## src/hw/rtl/lpmq_pkg.sv

```systemverilog
// shared types and constants for the length-prefixed message queue
package lpmq_pkg;

   // bytes in a stored length header
   localparam int unsigned HEADER_BYTES = 4;

   // request function codes
   typedef enum logic [1:0] {
      FN_START = 2'd0,
      FN_DATA  = 2'd1,
      FN_READ  = 2'd2,
      FN_CLEAR = 2'd3
   } lpmq_func_type;

   // result status codes
   typedef enum logic [3:0] {
      RS_ACCEPTED = 4'd0,
      RS_NO_SPACE = 4'd1,
      RS_IGNORED  = 4'd2,
      RS_STORED   = 4'd3,
      RS_BYTE_OUT = 4'd4,
      RS_EMPTY    = 4'd5,
      RS_DROPPED  = 4'd6,
      RS_CLEARED  = 4'd7,
      RS_ZERO_LEN = 4'd8
   } lpmq_status_type;

   // controller states
   typedef enum logic [3:0] {
      S_IDLE,
      S_EXEC,
      S_HDR_WR,
      S_HDR1,
      S_HDR2,
      S_HDR3,
      S_EVAL,
      S_RD_DATA,
      S_WAIT
   } lpmq_state_type;

   // commands from controller to datapath
   typedef struct packed {
      logic            load;       // capture request fields
      logic            wr_start;   // write header byte 0, open message
      logic            wr_hdr;     // write next header byte
      logic            wr_data;    // write payload byte
      logic            clear;      // empty the ring
      logic            take;       // read one byte and advance read pointer
      logic            cap_lo;     // capture header low byte
      logic            cap_hi;     // capture header high bits
      logic            drop;       // skip the whole payload
      logic            pop_zero;   // retire a zero-length message
      logic            setup;      // prepare payload delivery
      logic            deliver;    // current take produces a result
      logic            emit;       // issue a single result
      lpmq_status_type emit_status;
   } lpmq_cmd_type;

   // status from datapath to controller
   typedef struct packed {
      lpmq_func_type func;
      logic          open;       // a message is still receiving bytes
      logic          no_space;   // header plus payload does not fit
      logic          empty;      // no complete message header queued
      logic          hdr_last;   // last header byte is being written
      logic          mlen_over;  // message longer than the reader limit
      logic          mlen_zero;  // message has no payload
      logic          cnt_one;    // final payload byte is being read
   } lpmq_stat_type;

endpackage

```

## src/hw/rtl/lpmq_ctrl.sv

```systemverilog
// controller state machine sequencing each request of the queue
module lpmq_ctrl (
   input  logic                    clock,
   input  logic                    reset,
   input  logic                    start,
   output logic                    busy,
   input  lpmq_pkg::lpmq_stat_type stat,
   output lpmq_pkg::lpmq_cmd_type  cmd
);

   lpmq_pkg::lpmq_state_type state_ff, state_in;

   // next state
   always_comb begin
      state_in = state_ff;
      unique case (state_ff)
         lpmq_pkg::S_IDLE: begin
            if (start) begin
               state_in = lpmq_pkg::S_EXEC;
            end
         end
         lpmq_pkg::S_EXEC: begin
            state_in = lpmq_pkg::S_IDLE;
            if (stat.func == lpmq_pkg::FN_START && !stat.open && !stat.no_space) begin
               state_in = lpmq_pkg::S_HDR_WR;
            end else if (stat.func == lpmq_pkg::FN_READ && !stat.empty) begin
               state_in = lpmq_pkg::S_HDR1;
            end
         end
         lpmq_pkg::S_HDR_WR: begin
            if (stat.hdr_last) begin
               state_in = lpmq_pkg::S_IDLE;
            end
         end
         lpmq_pkg::S_HDR1: state_in = lpmq_pkg::S_HDR2;
         lpmq_pkg::S_HDR2: state_in = lpmq_pkg::S_HDR3;
         lpmq_pkg::S_HDR3: state_in = lpmq_pkg::S_EVAL;
         lpmq_pkg::S_EVAL: begin
            if (stat.mlen_over || stat.mlen_zero) begin
               state_in = lpmq_pkg::S_IDLE;
            end else begin
               state_in = lpmq_pkg::S_RD_DATA;
            end
         end
         lpmq_pkg::S_RD_DATA: begin
            if (stat.cnt_one) begin
               state_in = lpmq_pkg::S_WAIT;
            end
         end
         lpmq_pkg::S_WAIT: state_in = lpmq_pkg::S_IDLE;
         default: state_in = lpmq_pkg::S_IDLE;
      endcase
   end

   // outputs
   always_comb begin
      cmd  = '0;
      busy = 1'b1;
      unique case (state_ff)
         lpmq_pkg::S_IDLE: begin
            busy     = 1'b0;
            cmd.load = start;
         end
         lpmq_pkg::S_EXEC: begin
            cmd.emit = 1'b1;
            unique case (stat.func)
               lpmq_pkg::FN_START: begin
                  if (stat.open) begin
                     cmd.emit_status = lpmq_pkg::RS_IGNORED;
                  end else if (stat.no_space) begin
                     cmd.emit_status = lpmq_pkg::RS_NO_SPACE;
                  end else begin
                     cmd.wr_start    = 1'b1;
                     cmd.emit_status = lpmq_pkg::RS_ACCEPTED;
                  end
               end
               lpmq_pkg::FN_DATA: begin
                  if (stat.open) begin
                     cmd.wr_data     = 1'b1;
                     cmd.emit_status = lpmq_pkg::RS_STORED;
                  end else begin
                     cmd.emit_status = lpmq_pkg::RS_IGNORED;
                  end
               end
               lpmq_pkg::FN_READ: begin
                  if (stat.empty) begin
                     cmd.emit_status = lpmq_pkg::RS_EMPTY;
                  end else begin
                     cmd.emit = 1'b0;
                     cmd.take = 1'b1;
                  end
               end
               lpmq_pkg::FN_CLEAR: begin
                  cmd.clear       = 1'b1;
                  cmd.emit_status = lpmq_pkg::RS_CLEARED;
               end
               default: cmd.emit = 1'b0;
            endcase
         end
         lpmq_pkg::S_HDR_WR: cmd.wr_hdr = 1'b1;
         lpmq_pkg::S_HDR1: begin
            cmd.take   = 1'b1;
            cmd.cap_lo = 1'b1;
         end
         lpmq_pkg::S_HDR2: begin
            cmd.take   = 1'b1;
            cmd.cap_hi = 1'b1;
         end
         lpmq_pkg::S_HDR3: cmd.take = 1'b1;
         lpmq_pkg::S_EVAL: begin
            if (stat.mlen_over) begin
               cmd.drop        = 1'b1;
               cmd.emit        = 1'b1;
               cmd.emit_status = lpmq_pkg::RS_DROPPED;
            end else if (stat.mlen_zero) begin
               cmd.pop_zero    = 1'b1;
               cmd.emit        = 1'b1;
               cmd.emit_status = lpmq_pkg::RS_ZERO_LEN;
            end else begin
               cmd.setup = 1'b1;
            end
         end
         lpmq_pkg::S_RD_DATA: begin
            cmd.take    = 1'b1;
            cmd.deliver = 1'b1;
         end
         lpmq_pkg::S_WAIT: cmd.load = 1'b0;
         default: busy = 1'b1;
      endcase
   end

   // state register
   always_ff @(posedge clock) begin
      if (reset) begin
         state_ff <= lpmq_pkg::S_IDLE;
      end else begin
         state_ff <= state_in;
      end
   end

endmodule

```

## config.mk

```make
export PLATFORM = sky130hd
export DESIGN_NAME = lpmq_ctrl
export DESIGN_NICKNAME = d
export VERILOG_FILES = /design/src/hw/rtl/lpmq_pkg.sv /design/src/hw/rtl/lpmq_ctrl.sv
export SDC_FILE = /design/constraint.sdc
export NUM_CORES = 1
export LEC_CHECK = 0
export ABC_AREA = 1
export BUFFER_PORTS_ARGS = -buffer_cell sky130_fd_sc_hd__clkbuf_2
export CAP_MARGIN = 0
export CORE_AREA = 4 4 41 43
export DETAILED_ROUTE_END_ITERATION = 8
export DIE_AREA = 0 0 45 47
export GPL_TIMING_DRIVEN = 0
export PLACE_DENSITY = 0.64
export SLEW_MARGIN = 5
export SYNTH_ARGS = -nofsm -noshare
export SYNTH_HDL_FRONTEND = slang
export SYNTH_SLANG_ARGS = --single-unit
```

## constraint.sdc

```tcl
create_clock -name clock -period 2.05 [get_ports clock]
set_input_delay 0.3075 -clock clock [delete_from_list [all_inputs] [get_ports clock]]
set_output_delay 0.3075 -clock clock [all_outputs]
set_load 0.005 [all_outputs]
```

==> summary.md <==
| Metric | Value |
|---|---|
| Startpoint types | flip-flop |
| Vias in the first global route | 587 |
| Total wire length | 1230 um |
| Post-Syn Nets | 96 |
| DR vias | 617 |
| Worst setup EP type | primary output |
| Overflow after GRT | 0 |
| Crit path max-delay family | flip-flops |
| Number of port buffers | 29 |
| # resized after CTS | 0 |
| Clock Skew | 1.52 ps |
| Max Slew Vio Count | 0 |
| Largest Register | state_ff |
| Final WS setup | 370 ps |
| HP Class | input pin to flip-flop |
| Top-count cell post-synth | nand2_1 |
| Post-synth EDFFs | 0 |
| Setup Viol. Count Final | 0 |
| Placed Cells | 128 |
| Ports | 30 |
| HPWL after DPL | 1070 um |
| First-pass DRT Iterations | 3 |
| Post-route ant nets | 0 |
| WP buf/inv | 2 |
| Kind of critical path | flip-flop to primary output |
| Largest area contributor in the netlist | dfxtp_1 |
| Yosys cell types | 19 |
| Unrepaired setup endpoints after global routing | no |
| Crit-path max FO | 7 |
| DIE HEIGHT | 47 um |
| Final #Nets | 130 |
| Root buffer cell | clkbuf_4 |
| Core area | 1300 sq um |
| Crit path required time | 1740 ps |
| Initial antenna violation count | 0 |
| Biggest regs | state_ff: 4 flops |
| # diodes | 0 |
| Max FFs per register | 4 |
| Finished Core Util | 0.494 |
| Highest clock rate | 595 MHz |
| Total CTS buffers | 3 |
| Total setup buffers inserted after CTS | 0 |
| Synthesized area | 457 sq um |
| #FFs+latches synth | 4 |
| Share of cells above drive strength 1 | 0.388 |
| Fraction of registers with async set/reset | 0 |
| PD cells | 418 nW/um^2 |
| WL/cell | 9.37 um |
| Chip Width | 45 um |
| Finished Layout Cells | 131 |
| Leakage | 0.393 nW |
| Worst path cell trace | nand2_2 -> nor2_4 -> inv_1 -> nor3_1 -> clkbuf_2 |
| Slew headroom | 0.821 |
| Vias per std cell | 4.71 |
| FP Rows | 13 |
| Hold_buf cts | 0 |
| Crit path DAT | 1370 ps |
| Min cycle time layout | 1680 ps |
| Synth top cells by count | nand2_1, nor2_1, inv_1 |
| IR drop worst, VDD | 0.000339 V |
| Endpoints failing hold | 0 |
| TritonCTS clock tree | yes |
| Sequential fraction of the synthesis area | 0.175 |
| CTS H-Tree Depth | 1 |
| Largest stage delay, worst path | 460 ps |
| First-pass GRT wire length | 2230 um |
| Pre-CTS WS | 611 ps |
| Status | finished, final reports clean |
| CP max-delay cell | dfxtp_1 |
| Post-synth top flop | dfxtp_1 |
| Initial Utilization | 0.351 |
| Worst-Skew Late Latency | 230 ps |
| # clock sinks | 4 |
| Worst-path clk slew | 40 ps |
| Top-area cell type share of the netlist area | 0.175 |
| Avg Inst Size Synth | 5.44 sq um |
| Clock Tree Buf Depth | 2 |
| Max-cap violations | 0 |
| Worst-Margin Slew | 268 ps |
| Die area | 2120 sq um |
| Final period util | 0.819 |
| Top post-synthesis cells by area | dfxtp_1, nand2_1, nor2_1 |
| Iter 0 DRT Violations | 11 |
| Residual DRC | 0 |
| GPL Wtd Cong | 0.806 |
| Gr usage total | 0.140 |
| Cells after synthesis | 84 |
| Pin count of the biggest net entering global routing | 8 |
| Synthesis Warnings | 0 |
| Layout area overhead | 40.8% |
| Setup Total Neg Slack | 0 ps |
## cell usage in the layout, fill, tap and decap left out, drive strengths merged
| cell type | count |
|---|---|
| clkbuf | 32 |
| nand2 | 22 |
| nor2 | 21 |
| inv | 18 |
| nand3 | 7 |
| dfxtp | 4 |
| nor3 | 3 |
| o21ai | 2 |
| a31oi | 2 |
| a31o | 1 |
| o22ai | 1 |
| o211ai | 1 |
| nor4 | 1 |
| a21oi | 1 |
## power by group
group          internal, mW  leakage, nW  switching, mW
clock                0.0655       0.0138         0.0318
sequential           0.0813       0.0325        0.00548
combinational        0.0365        0.347         0.0481
total                 0.183        0.393         0.0854
## layer usage
layer  up-vias  track usage  part of all wire
met2        22        0.237              0.49
met5         -            0                 0
met1       269        0.170              0.41
met3         0       0.0345              0.10
li1        326            -                 -
met4         0       0.0526                 0
## final cells by class
type	instances	area, sq um
clock buffer	3	22.5
timing repair buffer	29	145
tap	15	18.8
sequential	4	80.1
fill	161	658
multi-input combinational	62	309
inverter	18	67.6
## metrics by stage
| step | power [mW] | hold WS [ps] | instance area (sq um) |
|---|---|---|---|
| after floorplan | 0.137 | 377 | 457 |
| after global placement | 0.172 | 518 | 621 |
| after detailed placement | 0.173 | 521 | 621 |
| after CTS | 0.275 | 272 | 643 |
| after global routing | 0.294 | 287 | 643 |
| final | 0.269 | 282 | 643 |
## worst paths after layout
kind,slack (ps),to,cells past startpoint,startpoint
min,280,state_ff[3],2,reset
max reg2reg,920,state_ff[0],5,state_ff[0]
min reg2reg,650,state_ff[3],4,state_ff[1]
max,370,cmd[12],5,state_ff[0]
## kinds of logic (layout without fill, tap and decap cells)
family,count (synthesis),count (layout),synth area share
simple gates,54,54,0.567
flops,4,4,0.175
buf+inv,18,50,0.148
compound gates,8,8,0.110
Note: power is estimated with default switching activity, not from simulation.
